$ cat config.mk
export PLATFORM = sky130hd
export DESIGN_NAME = sgb5_outq
export DESIGN_NICKNAME = d
export VERILOG_FILES = /design/src/hdl/sgb5_pkg.sv /design/src/hdl/sgb5_outq.sv
export SDC_FILE = /design/constraint.sdc
export NUM_CORES = 1
export LEC_CHECK = 0
export BUFFER_PORTS_ARGS = -buffer_cell sky130_fd_sc_hd__buf_2
export CAP_MARGIN = 20
export CELL_PAD_IN_SITES_DETAIL_PLACEMENT = 1
export CELL_PAD_IN_SITES_GLOBAL_PLACEMENT = 1
export CORE_MARGIN = 1
export CORE_UTILIZATION = 45
export CTS_CLUSTER_DIAMETER = 100
export CTS_CLUSTER_SIZE = 16
export DETAILED_ROUTE_END_ITERATION = 12
export PLACE_DENSITY = 0.69
export SLEW_MARGIN = 20
export SYNTH_ARGS = -nofsm -noshare
export SYNTH_HDL_FRONTEND = slang
export SYNTH_SLANG_ARGS = --single-unit
$ cat constraint.sdc
create_clock -name i_clk -period 2.7 [get_ports i_clk]
set_input_delay 0.27 -clock i_clk [delete_from_list [all_inputs] [get_ports i_clk]]
set_output_delay 0.27 -clock i_clk [all_outputs]
set_load 0.01 [all_outputs]
$ cat src/hdl/sgb5_pkg.sv
`default_nettype none
package sgb5_pkg;

    localparam int MAX_WIDTH  = 1024;
    localparam int MAX_HEIGHT = 1024;
    localparam int COEF_BITS  = 16;

    localparam int COL_W  = $clog2(MAX_WIDTH);
    localparam int FW_W   = COL_W + 1;
    localparam int DIM_W  = 11;
    localparam int SW     = (FW_W > DIM_W ? FW_W : DIM_W) + 2;
    localparam int COEF_W = 16;
    localparam int SUM_W  = COEF_W + 11;
    localparam int RAM_W  = 32;

    localparam int CFG_IDX_W = 3;
    localparam int CFG_DAT_W = 16;

    localparam int Q_DEPTH = 16;
    localparam int Q_PTR_W = $clog2(Q_DEPTH);
    localparam int Q_CNT_W = Q_PTR_W + 1;

    typedef logic [CFG_IDX_W-1:0] t_cfg_idx;
    localparam t_cfg_idx CFG_IMAGE_WIDTH  = 3'd0;
    localparam t_cfg_idx CFG_IMAGE_HEIGHT = 3'd1;
    localparam t_cfg_idx CFG_COEF_OUTER   = 3'd2;
    localparam t_cfg_idx CFG_COEF_INNER   = 3'd3;
    localparam t_cfg_idx CFG_COEF_CENTER  = 3'd4;

    localparam logic signed [SW-1:0] S_ZERO = SW'(0);
    localparam logic signed [SW-1:0] S_ONE  = SW'(1);
    localparam logic signed [SW-1:0] S_TWO  = SW'(2);
    localparam logic signed [SW-1:0] S_FOUR = SW'(4);
    localparam logic signed [SW-1:0] S_FIVE = SW'(5);

    typedef enum logic [1:0] {
        EMIT_NONE,
        EMIT_MID,
        EMIT_WRAP0,
        EMIT_WRAP1
    } t_emit;

    typedef struct packed {
        logic [7:0] pixel_in;
        logic       drain;
    } t_in_word;

    typedef struct packed {
        logic [7:0] pixel_out;
        logic       frame_end;
    } t_out_word;

    typedef struct packed {
        logic [7:0]       pix;
        logic [COL_W-1:0] col;
        logic [DIM_W-1:0] row;
        logic [FW_W-1:0]  w;
        logic [DIM_W-1:0] h;
        logic             do_vert;
        logic             do_write;
        t_emit            emit;
        logic             last;
    } t_item;

    typedef struct packed {
        logic [COEF_W-1:0] outer;
        logic [COEF_W-1:0] inner;
        logic [COEF_W-1:0] center;
    } t_coefs;

    // reflect addressing about the edges of a line of n
    function automatic logic signed [SW-1:0] f_mirror(input logic signed [SW-1:0] v,
                                                     input logic signed [SW-1:0] n);
        logic signed [SW-1:0] m;
        if (v < S_ZERO) begin
            m = -v - S_ONE;
        end else if (v >= n) begin
            m = (n <<< 1) - v - S_ONE;
        end else begin
            m = v;
        end
        return m;
    endfunction

    // window slot holding column col, window entry 0 holds column base
    function automatic logic [2:0] f_win_idx(input logic signed [SW-1:0] col,
                                             input logic signed [SW-1:0] base,
                                             input logic signed [SW-1:0] n);
        logic signed [SW-1:0] i;
        i = f_mirror(col, n) - base;
        if (i < S_ZERO) begin
            i = S_ZERO;
        end
        if (i > S_FOUR) begin
            i = S_FOUR;
        end
        return i[2:0];
    endfunction

endpackage
`default_nettype wire

$ cat src/hdl/sgb5_outq.sv
`default_nettype none
module sgb5_outq import sgb5_pkg::*; (
    input  wire logic      i_clk,
    input  wire logic      i_rst_n,
    input  wire logic      i_push,
    input  wire t_out_word i_word,
    input  wire logic      i_pop,
    output logic           o_valid,
    output t_out_word      o_word,
    output logic [Q_CNT_W-1:0] o_count
);

    t_out_word          r_mem [Q_DEPTH];
    logic [Q_PTR_W-1:0] r_wr_ptr, r_rd_ptr;
    logic [Q_CNT_W-1:0] r_count;

    always_ff @(posedge i_clk) begin
        if (!i_rst_n) begin
            r_wr_ptr <= '0;
            r_rd_ptr <= '0;
            r_count  <= '0;
        end else begin
            if (i_push) begin
                r_wr_ptr <= r_wr_ptr + Q_PTR_W'(1);
            end
            if (i_pop) begin
                r_rd_ptr <= r_rd_ptr + Q_PTR_W'(1);
            end
            r_count <= r_count + Q_CNT_W'(i_push) - Q_CNT_W'(i_pop);
        end
        if (i_push) begin
            r_mem[r_wr_ptr] <= i_word;
        end
    end

    assign o_valid = (r_count != '0);
    assign o_word  = r_mem[r_rd_ptr];
    assign o_count = r_count;

endmodule
`default_nettype wire

; ---- After elaboration in Yosys (flattened, before gate mapping)
; Memories as Yosys holds them, arrays and structs flattened. A register that Yosys moved wholly into a read port is not among the register bits.
; Index checks and enable logic that the tools add are counted.
; Widths: inputs -> output; s select.
[word_totals]
reg_bits = 13
elab_cells = 13
mem_bits_rw = 144
memories = 1
[mem_list]
columns = memory, depth, width, rd, rd_ports_with_merged_regs, wr, line
row1 = r_mem, 16, 9, 1, 1, 1, sgb5_outq.sv:13  ; t_out_word r_mem [Q_DEPTH];
[classes]
n_addsub = 4
muxes = 4
reduce_logical = 1
[op_table]
columns = operator, count
row1 = $add 4x1->4 const B, 2
row2 = $mux 4, 2
row3 = $add 5x1->5, 1
row4 = $reduce_bool 5->1, 1
row5 = $sub 5x1->5, 1
row6 = $mux 1, 2

; ---- Logic depth before layout (Yosys ltp)
; Gate-level depths: netlist of the first run.
[logic_depth]
ltp_word = 3
ltp_mapped = 9
depth_no_buf = 9

; ---- Worst setup path after synthesis of the first run
; Ideal clock, no wire load.
[synth_path]
path_type = flip-flop to flip-flop
from = register r_count[0], in the netlist o_count[0]
to = register r_count[4], in the netlist o_count[4]
path_stages_with_launch = 10
arrival_ns = 1.957
t_required_ns = 2.584
path_buffers = 0
slack_ns = 0.627
setup_time_ns = 0.116
cell_sequence = dfxtp_1 > inv_1 > ha_1 > inv_1 > ha_1 > fa_1 > a21oi_1 > nor2_1 > or3_1 > and3_1
[synth_between]
elab_chain_len = 2
[synth_rtl]
columns = item, line
row1 = from (decl), sgb5_outq.sv:15  ; logic [Q_CNT_W-1:0] r_count;
row2 = from (signal assigned), sgb5_outq.sv:29  ; r_count <= r_count + Q_CNT_W'(i_push) - Q_CNT_W'(i_pop);
row3 = $add 5x1->5, sgb5_outq.sv:29
row4 = $sub 5x1->5, sgb5_outq.sv:29
; Every way passes these cells.
; A chain may end at the register's enable or synchronous reset.

==> results.toml, run 1 <==
[run_status]
status = "finished clean"

[detailed_routing]
dr_total_vias = 3099
ant_nets = 0
dr.pass1.iters = 4
m1WireLength_mm = 5.96
drc = 0
met2RoutedLength_mm = 6.79
wire_per_inst_um = 24.7
wirelength_mm = 13.6
top_layer_used = "met4"
dr_wl_met3_um = 519
drt_iter0_markers = 286
vias_per_cell = 5.66

[power]
power_uw = 5730
max-vdd-ir-drop_mv = 0.483
leakagePower_uw = 0.00247
power_density_mw_per_mm2 = 788

[timing]
max_freq_mhz = 400
setup_viol = 0
timing.final.crit_share_pct = 92.6
finalSetupTns_ps = 0
rsz0062_at_grt = "false"
skew_ps = 4.31
worstMarginPinSlew_ps = 723
layout_setup_ws_ps = 200
hold_slack_ps = 207
min_period_ps = 2500
max_slew_margin_pct = 51.8
hold_viol_final = 0
finalMaxSlewViolations = 0

[layout]
antenna_cells = 0
drive_gt1_share_pct = 22.3
nets = 381
syn_to_final_growth_pct = 13.7
final_core_util_pct = 52.4

[clock_network]
cts_resized = 0
cts_root_buf = "clkbuf_16"
cts.sinks = 161
h-tree-depth = 4
cts_tree = "built"
holdBufCountCts = 0
clock_latency_ps = 430
cts_max_path_buffers = 2
post_cts_buffers = 0
clk_pin_slew_worst_paths_ps = 60
numCtsBuffers = 17

[global_routing]
grt_max_degree = 37
antenna_found_initial = 0
grt-ovfl-total = 0
grt_pass1_vias = 3381
grtUsageTotal_pct = 20.6
grt_pass1_wl_mm = 20.6

[yosys]
synth.avg_cell_area_um2 = 20.1
synth_edf_count = 144
synthTopCellsByArea = "edfxtp_1 68%, mux4_2 7.4%, mux4_1 6.2%"
syn_nets = 344
yosys_register_bits = 161
synth-seq-area-share_pct = 72.8
synth_cell_types = 33
ys.flop_type = "edfxtp_1"
netlist.area_leader.share_pct = 67.5
synth_async_sr_flop_share_pct = 0
synth_cells = 319
synth_area_leader_cell = "edfxtp_1"
synth_warnings = 0
synth.cell_area_mm2 = 0.00640

[floorplan]
rows = 43
dieArea_mm2 = 0.0147
dieHeight_um = 121
core_mm2 = 0.0139
boundaryPins = 28
die_w_um = 121
start_util_pct = 46.1

[placed_design]
place.gp.congestion = 0.731
hpwl_mm = 8.32
pre_cts_slack_ps = 531
portBuffers = 27

[worst_setup_path]
cp-start-kind = "flop"
worstPathRequired_ps = 2430
critPathArrivalTime_ps = 2230
criticalPathCategory = "flop to primary output"
path_max_fanout = 36
end_kind = "primary output"

[job]
drv_cap = 0

[hold_path]
hold_class = "primary input to flop"
## worst max-delay path, cell delays in order, from the launching register on
cell     delay (ps)
dfxtp_2         330
buf_12          270
mux4_2          560
a22oi_1         320
nand2_1         130
buf_2           160
## cell usage after synthesis, drive strengths merged (3+ instances only)
master and instances:
xor2 4, mux4 36, nand2 12, clkbuf 5
nor2 4, and2 28, inv 8, xnor2 5
buf 7, a22oi 18, nor2b 3, dfxtp 17
ha 11, edfxtp 144
## report_power, final
part,leakage (uW),internal (uW),switching (uW)
clock network,0.000283,1430,918
logic,0.000743,269,307
registers,0.00144,2780,38.7
## metrics by stage
| step | area [um2] | cells |
|---|---|---|
| after floorplan | 6400 | 319 |
| after global placement | 6710 | 517 |
| after detailed placement | 6710 | 517 |
| after CTS | 7280 | 548 |
| after global routing | 7280 | 548 |
| final | 7280 | 548 |
## cells by family (layout without fill, tap and decap cells)
kind of cell / Yosys count / count (layout) / share of synthesized area [%]
buffers and inverters: 21 / 70 / 2.25
AND/OR/NAND/NOR: 56 / 56 / 4.90
flip-flops: 161 / 161 / 72.8
XOR/XNOR: 9 / 9 / 1.23
AO/OA/AOI/OAI: 22 / 22 / 2.46
multiplexers: 38 / 38 / 13.9
adder cells (fa/ha/maj): 12 / 12 / 2.46
## worst paths after layout
path	cells past startpoint	endpoint	startpoint	slack [ps]
max reg2reg	9	o_count[4]	o_count[0]	540
min	2	r_wr_ptr[1]	i_rst_n	210
max	5	o_word[7]	flop	200
min reg2reg	2	r_rd_ptr[1]	r_rd_ptr[1]	570
## metal layers
metal	vias to the layer above	global-route usage [%]
li1	1353	-
met1	1633	26.9
met2	90	33.1
met3	23	4.75
met4	0	8.64
met5	-	0
## area by class of cell
class / instances / area (um2)
clock inverter: 14 / 148
fill: 1256 / 6600
sequential: 161 / 4670
tap: 180 / 225
clock buffer: 17 / 425
timing repair buffer: 31 / 190
multi-input combinational: 137 / 1600
inverter: 8 / 30.0
## cell usage in the layout (no fill, tap or decap), types with 11 or more instances in the layout
| cell | Yosys | routed |
|---|---|---|
| edfxtp_1 | 144 | 144 |
| and2_1 | 28 | 28 |
| buf_2 | 2 | 27 |
| mux4_2 | 21 | 21 |
| a22oi_1 | 18 | 18 |
| clkbuf_16 | 0 | 17 |
| dfxtp_1 | 17 | 16 |
| mux4_1 | 15 | 15 |
| nand2_1 | 12 | 12 |
| ha_1 | 11 | 11 |
## flip-flops by register name (all words and copies together), names as in the netlist, named ones only
name,cells
r_mem,144
o_count,5
r_rd_ptr,4
r_wr_ptr,4
Power figures use the tool's default switching activity.
==> run 2, diff against run 1 <==
- PLACE_DENSITY: 0.69 -> 0.72
- clock period: 2.7 -> 2.05 ns (I/O delays scaled with it)
==> run 2 against run 1 <==
Compared with the run above: the flow now finishes with violations (negative setup slack); wire length up 0.58%; sequential cell count did not move; count of clock-buffer cells in the layout increased by 10; via count is 0.81% higher; critical path type unchanged; highest routed layer unchanged.
==> results.toml, run 2 (synthesized netlist as in run 1, its figures left out) <==
[hold_path]
hold_class = "primary input to flop"

[clock_network]
h-tree-depth = 4
numCtsBuffers = 17
cts_root_buf = "clkbuf_16"
clock_latency_ps = 430
clk_pin_slew_worst_paths_ps = 60
cts_tree = "built"
cts_max_path_buffers = 2
cts.sinks = 161

[layout]
antenna_cells = 0
drive_gt1_share_pct = 34.6
design_area_mm2 = 0.00757
largest_reg_flops = 144
final_common_cell = "edfxtp_1"
syn_to_final_growth_pct = 18.2
nets = 396
largest_register = "r_mem"
final_core_util_pct = 54.6
final_cell_mix = "144 x edfxtp_1, 31 x mux4_2, 28 x and2_1"
fin_cells = 564

[run_status]
violations = "negative setup slack"
status = "finished with violations"

[worst_setup_path]
path_max_fanout = 8
worstPathRequired_ps = 1850
crit_buf_inv = 2
end_kind = "primary output"
max_stage_delay_ps = 570
crit_family = "multiplexers"
cp-start-kind = "flop"
critPathArrivalTime_ps = 2070
critPathSlowestCell = "mux4_1"
criticalPathCategory = "flop to primary output"
path_cells = "buf_12, mux4_1, a22oi_2, nand2_1, buf_2"

[power]
max-vdd-ir-drop_mv = 0.641
power_density_mw_per_mm2 = 1040
leakagePower_uw = 0.00256

[timing]
setup_viol = 9
rsz0062_at_grt = "true"
skew_ps = 8.17
hold_slack_ps = 145
worstMarginPinSlew_ps = 708
hold_viol_final = 0
layout_setup_ws_ps = -223
timing.final.crit_share_pct = 111
min_period_ps = 2270
finalMaxSlewViolations = 0
max_slew_margin_pct = 52.7
max_freq_mhz = 440

[placed_design]
postPlaceCellArea_mm2 = 0.00674
place_inst = 520
portBuffers = 27
hpwl_mm = 8.54
place.gp.congestion = 0.708

[detailed_routing]
dr_total_vias = 3124
dr.pass1.iters = 4
vias_per_cell = 5.54
drt_iter0_markers = 299
ant_nets = 0
drc = 0
wire_per_inst_um = 24.2
wirelength_mm = 13.6

[global_routing]
grt_pass1_wl_mm = 20.5
grt_pass1_vias = 3449
grtUsageTotal_pct = 20.3
antenna_found_initial = 0
grt-ovfl-total = 0
grt_max_degree = 37

[floorplan]
core_mm2 = 0.0139
dieArea_mm2 = 0.0147
start_util_pct = 46.1
boundaryPins = 28
dieHeight_um = 121
rows = 43
die_w_um = 121

[job]
drv_cap = 0
[run 2: cell types whose count changed in the layout (fill, tap and decap cells not counted), sizes merged]
| cell | before | now |
|---|---|---|
| buf | 31 | 46 |
| bufinv | 3 | 0 |
| clkbuf | 17 | 27 |
| clkinv | 9 | 3 |
| clkinvlp | 2 | 1 |
| inv | 8 | 9 |
[run 2: final cells by class]
class	count	area [um2]
clock buffer	27	609
clock inverter	5	28.8
fill	1221	6310
inverter	8	30.0
multi-input combinational	137	1670
sequential	161	4670
tap	180	225
timing repair buffer	46	343
[run 2: per-stage QoR]
stage	power, uW	setup slack, ps	setup TNS (ps)
after floorplan	4290	26.1	0
after global placement	4550	52.7	0
after detailed placement	4590	-74.9	-74.9
after CTS	7910	-262	-2050
after global routing	8150	-280	-2250
final	7910	-223	-1570
[run 2: worst reg2reg max path: stages (launching register included)]
cell and delay (ps):
dfxtp_2 330, inv_2 50, ha_4 250, inv_2 40, ha_4 150, fa_2 350
a21oi_2 140, nor2_2 50, or3_1 340, and3_1 190
[run 2: metal layers]
metal	vias up	track usage (%)	part of all wire, %
met5	-	0	0
met4	0	8.41	1.8
met3	19	4.04	3.9
met2	75	35.8	54
met1	1650	24.2	40
li1	1380	-	-
[run 2: path summary, 6_finish.rpt]
check | start | end | slack, ps | depth (start not counted)
setup / recovery | flop | o_word[4] | -220 | 5
hold / removal | i_rst_n | flop | 150 | 2
setup reg to reg | o_count[0] | o_count[4] | 30 | 9
hold reg to reg | r_rd_ptr[1] | flop | 560 | 2
[run 2: repair_timing]
| item | in CTS | in global routing |
|---|---|---|
| setup endpoints to repair | 10 | 10 |
| pin swaps | 5 | 9 |
| gates resized for setup | 26 | 14 |
| hold buffers | 0 | 0 |
| cloned | 1 | 0 |
| buffers inserted | 6 | 6 |
[run 2: where the power goes]
group          total [uW]  internal, uW  switching (uW)
Clock                3260          2040            1230
Sequential           3720          3660            58.5
Combinational         925           454             471
Total                7910          6150            1760
