$ cat src/hdl/sgb5_pkg.sv
`default_nettype none
package sgb5_pkg;

    localparam int MAX_WIDTH  = 1024;
    localparam int MAX_HEIGHT = 1024;
    localparam int COEF_BITS  = 16;

    localparam int COL_W  = $clog2(MAX_WIDTH);
    localparam int FW_W   = COL_W + 1;
    localparam int DIM_W  = 11;
    localparam int SW     = (FW_W > DIM_W ? FW_W : DIM_W) + 2;
    localparam int COEF_W = 16;
    localparam int SUM_W  = COEF_W + 11;
    localparam int RAM_W  = 32;

    localparam int CFG_IDX_W = 3;
    localparam int CFG_DAT_W = 16;

    localparam int Q_DEPTH = 16;
    localparam int Q_PTR_W = $clog2(Q_DEPTH);
    localparam int Q_CNT_W = Q_PTR_W + 1;

    typedef logic [CFG_IDX_W-1:0] t_cfg_idx;
    localparam t_cfg_idx CFG_IMAGE_WIDTH  = 3'd0;
    localparam t_cfg_idx CFG_IMAGE_HEIGHT = 3'd1;
    localparam t_cfg_idx CFG_COEF_OUTER   = 3'd2;
    localparam t_cfg_idx CFG_COEF_INNER   = 3'd3;
    localparam t_cfg_idx CFG_COEF_CENTER  = 3'd4;

    localparam logic signed [SW-1:0] S_ZERO = SW'(0);
    localparam logic signed [SW-1:0] S_ONE  = SW'(1);
    localparam logic signed [SW-1:0] S_TWO  = SW'(2);
    localparam logic signed [SW-1:0] S_FOUR = SW'(4);
    localparam logic signed [SW-1:0] S_FIVE = SW'(5);

    typedef enum logic [1:0] {
        EMIT_NONE,
        EMIT_MID,
        EMIT_WRAP0,
        EMIT_WRAP1
    } t_emit;

    typedef struct packed {
        logic [7:0] pixel_in;
        logic       drain;
    } t_in_word;

    typedef struct packed {
        logic [7:0] pixel_out;
        logic       frame_end;
    } t_out_word;

    typedef struct packed {
        logic [7:0]       pix;
        logic [COL_W-1:0] col;
        logic [DIM_W-1:0] row;
        logic [FW_W-1:0]  w;
        logic [DIM_W-1:0] h;
        logic             do_vert;
        logic             do_write;
        t_emit            emit;
        logic             last;
    } t_item;

    typedef struct packed {
        logic [COEF_W-1:0] outer;
        logic [COEF_W-1:0] inner;
        logic [COEF_W-1:0] center;
    } t_coefs;

    // reflect addressing about the edges of a line of n
    function automatic logic signed [SW-1:0] f_mirror(input logic signed [SW-1:0] v,
                                                     input logic signed [SW-1:0] n);
        logic signed [SW-1:0] m;
        if (v < S_ZERO) begin
            m = -v - S_ONE;
        end else if (v >= n) begin
            m = (n <<< 1) - v - S_ONE;
        end else begin
            m = v;
        end
        return m;
    endfunction

    // window slot holding column col, window entry 0 holds column base
    function automatic logic [2:0] f_win_idx(input logic signed [SW-1:0] col,
                                             input logic signed [SW-1:0] base,
                                             input logic signed [SW-1:0] n);
        logic signed [SW-1:0] i;
        i = f_mirror(col, n) - base;
        if (i < S_ZERO) begin
            i = S_ZERO;
        end
        if (i > S_FOUR) begin
            i = S_FOUR;
        end
        return i[2:0];
    endfunction

endpackage
`default_nettype wire

$ cat src/hdl/sgb5_taps.sv
`default_nettype none
module sgb5_taps import sgb5_pkg::*; (
    input  wire logic            i_clk,
    input  wire logic [4:0][7:0] i_taps,
    input  wire t_coefs          i_coefs,
    output logic      [7:0]      o_pix
);

    logic [COEF_W+8:0] r_po;
    logic [COEF_W+8:0] r_pi;
    logic [COEF_W+7:0] r_pc;
    logic [8:0]        n_sum_outer;
    logic [8:0]        n_sum_inner;
    logic [SUM_W-1:0]  n_sum;
    logic [SUM_W-1:0]  n_shr;

    assign n_sum_outer = {1'b0, i_taps[0]} + {1'b0, i_taps[4]};
    assign n_sum_inner = {1'b0, i_taps[1]} + {1'b0, i_taps[3]};

    // products, then sum with truncation and saturation
    always_ff @(posedge i_clk) begin
        r_po <= i_coefs.outer * n_sum_outer;
        r_pi <= i_coefs.inner * n_sum_inner;
        r_pc <= i_coefs.center * i_taps[2];
    end

    assign n_sum = SUM_W'(r_po) + SUM_W'(r_pi) + SUM_W'(r_pc);
    assign n_shr = n_sum >> COEF_BITS;

    always_ff @(posedge i_clk) begin
        o_pix <= (n_shr > SUM_W'(255)) ? 8'hff : n_shr[7:0];
    end

endmodule
`default_nettype wire

$ cat src/hdl/sgb5_hpass.sv
`default_nettype none
module sgb5_hpass import sgb5_pkg::*; (
    input  wire logic       i_clk,
    input  wire logic       i_rst_n,
    input  wire logic       i_valid,
    input  wire t_item      i_item,
    input  wire logic [7:0] i_vert,
    input  wire t_coefs     i_coefs,
    output logic            o_valid,
    output t_out_word       o_word
);

    logic [4:0][7:0] r_win, r_snap, n_win, n_src;
    logic [4:0][7:0] r_sel, n_sel;
    logic            r_h1_valid, r_h2_valid, r_h3_valid;
    logic            r_h1_last, r_h2_last, r_h3_last;
    logic [7:0]      tap_pix;
    logic signed [SW-1:0] n_c_s, n_w_s, n_x, n_base;
    logic [2:0]      n_idx [5];

    assign n_win = (i_valid && i_item.do_vert) ? {i_vert, r_win[4:1]} : r_win;
    assign n_c_s = $signed(SW'(i_item.col));
    assign n_w_s = $signed(SW'(i_item.w));

    always_comb begin
        case (i_item.emit)
            EMIT_WRAP0: begin
                n_src  = r_win;
                n_x    = n_w_s - S_TWO;
                n_base = n_w_s - S_FIVE;
            end
            EMIT_WRAP1: begin
                n_src  = r_snap;
                n_x    = n_w_s - S_ONE;
                n_base = n_w_s - S_FIVE;
            end
            default: begin
                n_src  = n_win;
                n_x    = n_c_s - S_TWO;
                n_base = n_c_s - S_FOUR;
            end
        endcase
        for (int k = 0; k < 5; k++) begin
            n_idx[k] = f_win_idx(n_x + SW'(k) - S_TWO, n_base, n_w_s);
            n_sel[k] = n_src[n_idx[k]];
        end
    end

    always_ff @(posedge i_clk) begin
        if (!i_rst_n) begin
            r_win      <= '0;
            r_h1_valid <= 1'b0;
            r_h2_valid <= 1'b0;
            r_h3_valid <= 1'b0;
        end else begin
            r_win      <= n_win;
            r_h1_valid <= i_valid && (i_item.emit != EMIT_NONE);
            r_h2_valid <= r_h1_valid;
            r_h3_valid <= r_h2_valid;
        end
        if (i_valid && i_item.emit == EMIT_WRAP0) begin
            r_snap <= r_win;
        end
        r_sel     <= n_sel;
        r_h1_last <= i_item.last;
        r_h2_last <= r_h1_last;
        r_h3_last <= r_h2_last;
    end

    sgb5_taps u_taps (
        .i_clk   (i_clk),
        .i_taps  (r_sel),
        .i_coefs (i_coefs),
        .o_pix   (tap_pix)
    );

    assign o_valid          = r_h3_valid;
    assign o_word.pixel_out = tap_pix;
    assign o_word.frame_end = r_h3_last;

endmodule
`default_nettype wire

$ cat config.mk
export PLATFORM = sky130hd
export DESIGN_NAME = sgb5_hpass
export DESIGN_NICKNAME = d
export VERILOG_FILES = /design/src/hdl/sgb5_pkg.sv /design/src/hdl/sgb5_taps.sv /design/src/hdl/sgb5_hpass.sv
export SDC_FILE = /design/constraint.sdc
export NUM_CORES = 2
export LEC_CHECK = 0
export BUFFER_PORTS_ARGS = -buffer_cell sky130_fd_sc_hd__buf_2
export CAP_MARGIN = 10
export CORE_ASPECT_RATIO = 1.5
export CORE_UTILIZATION = 59
export DETAILED_ROUTE_END_ITERATION = 8
export PLACE_DENSITY = 0.89
export SLEW_MARGIN = 20
export SYNTH_ARGS = -nofsm -noshare
export SYNTH_HDL_FRONTEND = slang
export SYNTH_HIERARCHICAL = 1
export SYNTH_SLANG_ARGS = --single-unit
$ cat constraint.sdc
create_clock -name i_clk -period 8.1 [get_ports i_clk]
set_clock_uncertainty 0.1 [all_clocks]
set_input_delay 0.81 -clock i_clk [delete_from_list [all_inputs] [get_ports i_clk]]
set_output_delay 0.81 -clock i_clk [all_outputs]
set_load 0.03 [all_outputs]
Word-level counts from Yosys, hierarchy flattened
Index checks and enable logic that the tools add are counted.
{"block": "totals", "ff_bits": 208, "elab_cells": 138}
{"block": "classes", "n_addsub": 43, "multipliers": 3, "order_cmp": 26, "n_eq_ne": 2, "mux": 34, "reduce_logical": 5}
{"operator": "13-bit two-way mux", "n": 16}
{"operator": "13-bit by 1-bit < comparator with 1-bit output, second input constant", "n": 10}
{"operator": "13-bit subtractor", "n": 10}
{"operator": "13-bit by 2-bit subtractor with 13-bit output, second input constant", "n": 10}
{"operator": "8-bit binary-select mux with 3-bit select", "n": 5}
{"operator": "40-bit one-hot mux with 2 select lines", "n": 1}
{"operator": "13-bit by 12-bit >= comparator with 1-bit output", "n": 5}
{"operator": "13-bit by 4-bit greater-than comparator with 1-bit output, second input constant", "n": 5}
{"operator": "13-bit negation", "n": 5}
{"operator": "13-bit by 3-bit subtractor with 13-bit output, second input constant", "n": 5}
{"operator": "16-bit by 9-bit multiplier with 25-bit output", "n": 2}
{"operator": "40-bit two-way mux", "n": 1}
{"operator": "8-bit two-way mux", "n": 5}
{"operator": "27-bit by 24-bit adder with 27-bit output", "n": 1}
{"operator": "13-bit by 3-bit adder with 13-bit output, second input constant", "n": 2}
{"operator": "25-bit by 25-bit adder with 26-bit output", "n": 1}
{"operator": "13-bit one-hot mux with 2 select lines", "n": 1}
{"operator": "16-bit by 8-bit multiplier with 24-bit output", "n": 1}
{"operator": "3-bit by 4-bit < comparator with 1-bit output, second input constant", "n": 5}
{"operator": "8-bit by 8-bit adder with 9-bit output", "n": 2}
{"operator": "3-bit two-way mux", "n": 5}
{"operator": "13-bit by 2-bit adder with 13-bit output, second input constant", "n": 1}
{"operator": "13-bit by 4-bit adder with 13-bit output, second input constant", "n": 1}
{"operator": "11-bit by 1-bit subtractor with 12-bit output, second input constant", "n": 1}
{"operator": "other kinds (9)", "n": 12}

Logic depth before layout (Yosys ltp)
{"block": "depth", "depth_word": 15, "mapped_depth": 37, "depth_no_buf": 35}

Hierarchy
The synthesis kept the hierarchy.
{"module": "sgb5_taps", "instances": 1, "cells_each": 1778, "area_each_um2": 16159.2, "seq_area_each_um2": 1641.6}
{"module": "sgb5_hpass", "instances": 1, "cells_each": 1890, "area_each_um2": 15078.2, "seq_area_each_um2": 2922.8}

Worst setup path after synthesis
No wires, ideal clock.
{"block": "synth_path", "path_type": "input port to flip-flop", "from": "in i_item[17] (netlist bit)", "to": "reg r_sel[0] (netlist bit)", "setup_ns": 0.072, "t_arrival_ns": 8.050, "path_slack_ns": -0.122, "stages": 33, "path_cell_list": "inv_1 > ha_1 > xnor2_1 > mux2i_1 > a21oi_1 > ha_1 > clkbuf_1 > o21ai_0 > or3_1 > xnor2_1 > inv_1 > ha_1 > o21a_1 > o21a_1 > o221a_2 > o31ai_1 > and3b_1 > clkbuf_1 > nand2_1 > xnor2_1 > ha_1 > fa_1 > nor2b_1 > o21a_1 > o21ai_0 > nor2b_1 > o21ai_0 > a21oi_1 > a2111oi_0 > nand2_1 > nor3_1 > mux2_2 > mux2i_1"}
{"item": "start, declared", "line_no": "sgb5_hpass.sv:6", "text": "input wire t_item i_item,"}
{"item": "end signal, assigned", "line_no": "sgb5_hpass.sv:64", "text": "r_sel <= n_sel;"}
{"item": "end, declared", "line_no": "sgb5_hpass.sv:14", "text": "logic [4:0][7:0] r_sel, n_sel;"}

==> impl_results.rst <==
.. list-table::
   :header-rows: 1

   * - Metric
     - Value
   * - Result of the run
     - finished clean
   * - Maximum Capacitance Violations
     - 0
   * - Cell with the largest stage delay on the worst path
     - xnor3_2
   * - Area enclosed by the die boundary
     - 0.0539 mm^2
   * - Top-area cell type share of the netlist area
     - 20.3%
   * - Number of design-rule violations left by the first detailed-router iteration
     - 2418
   * - Adder-cell share of the synthesized area
     - 34.5%
   * - Final Cycle Share
     - 94.3%
   * - Top-count cell post-synth
     - inv_1
   * - Die width
     - 190 um
   * - First-pass GRT wire length
     - 148000 um
   * - Clock tree root buffer cell
     - clkbuf_16
   * - Summed area of non-filler cells in the final layout
     - 0.0338 mm^2
   * - Time the final worst path needs with I/O delays and setup
     - 7640 ps
   * - Leading post-synthesis cells by cell area
     - fa_1 (20%), ha_1 (14%), dfxtp_1 (11%), inv_1 (5.6%), nand2_1 (4.4%)
   * - Dominant combinational cell family by area after synthesis
     - adder cells
   * - Register bit count reported by yosys
     - 208
   * - Critical path class
     - in -> reg
   * - Buffers & Inverters on Critical Path
     - 3
   * - Hold bufs inserted after CTS
     - 0
   * - Worst-case headroom to the max-slew limit
     - 24.8%
   * - Max-slew violations
     - 0
   * - Kind of start point of the critical path
     - input port
   * - Sequential area share after synthesis
     - 14.6%
   * - Die height
     - 284 um
   * - Remaining design rule violation count
     - 0
   * - Critical Path AT
     - 7960 ps
   * - Total core area
     - 0.0519 mm^2
   * - Final setup viols
     - 0
   * - Initial core utilization
     - approximately three fifths
   * - Number of placement rows
     - 102
   * - Final routed wire length divided by cell count
     - 20.8 um
   * - Cell family with most CP delay
     - compound AO/OA/AOI/OAI gates
   * - Total global routing track utilization
     - 34.9%
   * - Largest area contributor in the synthesized netlist
     - fa_1
   * - Count of unique library cells instantiated by Yosys
     - 104
   * - Antenna violations before repair
     - 4
   * - Fill cell count
     - 4036
   * - Clock latency on the worst-skew pair
     - 500 ps
   * - Mean instance size in the synthesized netlist
     - 8.52 um^2
   * - Crit path top cell by count
     - a21oi_1
   * - Simple-gate share of the synthesized area
     - 18.3%
   * - Fraction of layout instances using a drive strength above 1
     - 9.22%
   * - Dominant synthesized flop cell
     - dfxtp_1
   * - Data required time at the worst endpoint
     - 8420 ps
   * - Fraction of the mapped netlist area in compound gates
     - between 15 and 20%
   * - Clock transition time at the flip-flop clock pins of the worst setup and hold paths
     - 70 ps
   * - Setup_tns
     - 0 ps
   * - Maximum number of pins on one net before global-route repair
     - 55
   * - Count of vias placed by the detailed router
     - about 28000
   * - Routability cong.
     - 1.08
   * - YS warnings
     - 6
   * - FFs w/ async S/R, synth
     - 0%
   * - Largest buffer count on any clock path
     - 3
   * - Top cell types by occurrence after synthesis
     - inv_1 (465), nand2_1 (364), ha_1 (353)
   * - Number of hold-slack violations in the final timing report
     - 0
   * - Number of input and output port buffers inserted
     - 93
   * - Fraction of synthesized cell area in xor and xnor cells
     - around 5.5%
   * - Number of sinks handled by clock tree synthesis
     - 208
   * - Antenna-violating nets left
     - 0
   * - Post-Synthesis Net Count
     - between 4000 and 5000
   * - Count of flip-flops with a built-in enable after synthesis
     - 40
   * - Top-level I/O count
     - between 100 and 150
   * - Clock tree from TritonCTS
     - yes
   * - Class of the tightest hold or removal check
     - reg -> reg
   * - Final wirelength
     - roughly 93000 um
   * - HPWL after detailed placement
     - slightly above 70000 um
   * - Synth Instances
     - 3668
   * - Remaining global-route overflow
     - 0
   * - Signed area change from the synthesized netlist to the final layout
     - 8.13%
   * - Critical path fanouts, max
     - 9
   * - Placement-stage cell area
     - 0.0330 mm^2
   * - RSZ-0062 raised after global routing
     - no
   * - Delay contributed by the slowest stage of the critical path
     - between 500 and 600 ps
   * - Number of clock buffers inserted by TritonCTS
     - 21
   * - Critical path endpoint category
     - flip-flop
   * - Post-DR vias/cell
     - 6.30
   * - Total number of nets in the final design
     - roughly 4600
   * - Via count of the first global-routing pass
     - 29400
   * - Peak Freq
     - 131 MHz
   * - Number of H-tree levels
     - 1
   * - Post-Synthesis Cell Area
     - 0.0312 mm^2
   * - Transition time of the tightest slew-check pin
     - 1130 ps
   * - First-pass DRT Iterations
     - 7
   * - Share of synthesized area spent on multiplexers
     - 3.89%
## registers in the layout (all words and copies together) (netlist names)
register	count
r_sel	40
r_snap	40
r_win	40
u_taps/r_pi	25
u_taps/r_po	25
u_taps/r_pc	24
u_taps/o_pix	8
o_valid	1
r_h1_last	1
r_h1_valid	1
r_h2_last	1
r_h2_valid	1
r_h3_last	1
## path summary, 6_finish.rpt
check | from | to | slack [ps] | cells after the start
hold reg to reg | r_h2_last | r_h3_last | 230 | 0
setup / recovery | i_item[17] | r_sel[32] | 460 | 30
hold / removal | r_h2_last | r_h3_last | 230 | 0
setup reg to reg | r_sel[0] | u_taps/r_po[24] | 980 | 25
## routing by layer
| metal | wire (um) | track usage (%) | vias to the layer above |
|---|---|---|---|
| met1 | 30200 | 34.0 | 13400 |
| met4 | 10500 | 32.7 | 8 |
| li1 | - | - | 12600 |
| met2 | 45800 | 60.9 | 1495 |
| met5 | 47 | 0 | - |
| met3 | 6690 | 7.21 | 664 |
## placed cells by master (no fill, tap or decap), drive strengths merged, types with 8 or more instances in the layout
| master | count |
|---|---|
| a211oi | 35 |
| a21boi | 32 |
| a21o | 52 |
| a21oi | 225 |
| a221o | 8 |
| a221oi | 17 |
| a22oi | 9 |
| a31oi | 23 |
| and2 | 217 |
| and3 | 21 |
| buf | 218 |
| clkbuf | 27 |
| clkinv | 9 |
| dfxtp | 168 |
| edfxtp | 40 |
| fa | 317 |
| ha | 353 |
| inv | 472 |
| mux2 | 19 |
| mux2i | 85 |
| nand2 | 364 |
| nand2b | 47 |
| nand3 | 52 |
| nand4 | 20 |
| nor2 | 204 |
| nor2b | 80 |
| nor3 | 61 |
| nor4 | 12 |
| o2111ai | 9 |
| o211ai | 12 |
| o21a | 32 |
| o21ai | 147 |
| o21bai | 30 |
| o221ai | 10 |
| o22ai | 24 |
| o31ai | 11 |
| or2 | 12 |
| or3 | 19 |
| xnor2 | 151 |
| xor2 | 43 |
## what timing repair did
item                       CTS  global route
setup endpoints to repair    0            25
resized for setup            0             8
setup buffers                0             0
## logic make-up after synthesis
logic type,Yosys count
flops,208
fa+ha+maj,670
xor+xnor,195
simple gates,1141
buf+inv,588
compound gates,756
mux,110
## through the flow
step	worst slack, ps	hold slack [ps]	std cells	util, %
floorplan	188	210	3668	-
global placement	86.2	210	4444	63.6
detailed placement	-71.3	215	4444	63.6
CTS	453	231	4481	64.9
global route	10.6	239	4483	65.0
finish	461	227	4484	65.0
## area by class of cell
cell class | count | area [um^2] | area share, %
repair buffers | 218 | 1430 | 4.23
clock buffers | 27 | 558 | 1.65
multi-input cells | 2872 | 24500 | 72.6
clock inverters | 10 | 98.8 | 0.293
well taps | 676 | 846 | 2.50
diodes | 1 | 2.50 | 0.00741
inverters | 472 | 1770 | 5.25
flip-flops and latches | 208 | 4560 | 13.5
## worst register-to-register path: cells and delay by family (launching register included)
family	cells	cell delay, ps
AOI/OAI and AO/OA	10	2170
adders and majority gates	7	3210
and+or+nand+nor	5	810
buffers and inverters	3	380
DFF	1	310
Power is left out: the tool's default activity adds up to more than one toggle a clock period on the data nets, which glitch-free logic cannot reach.
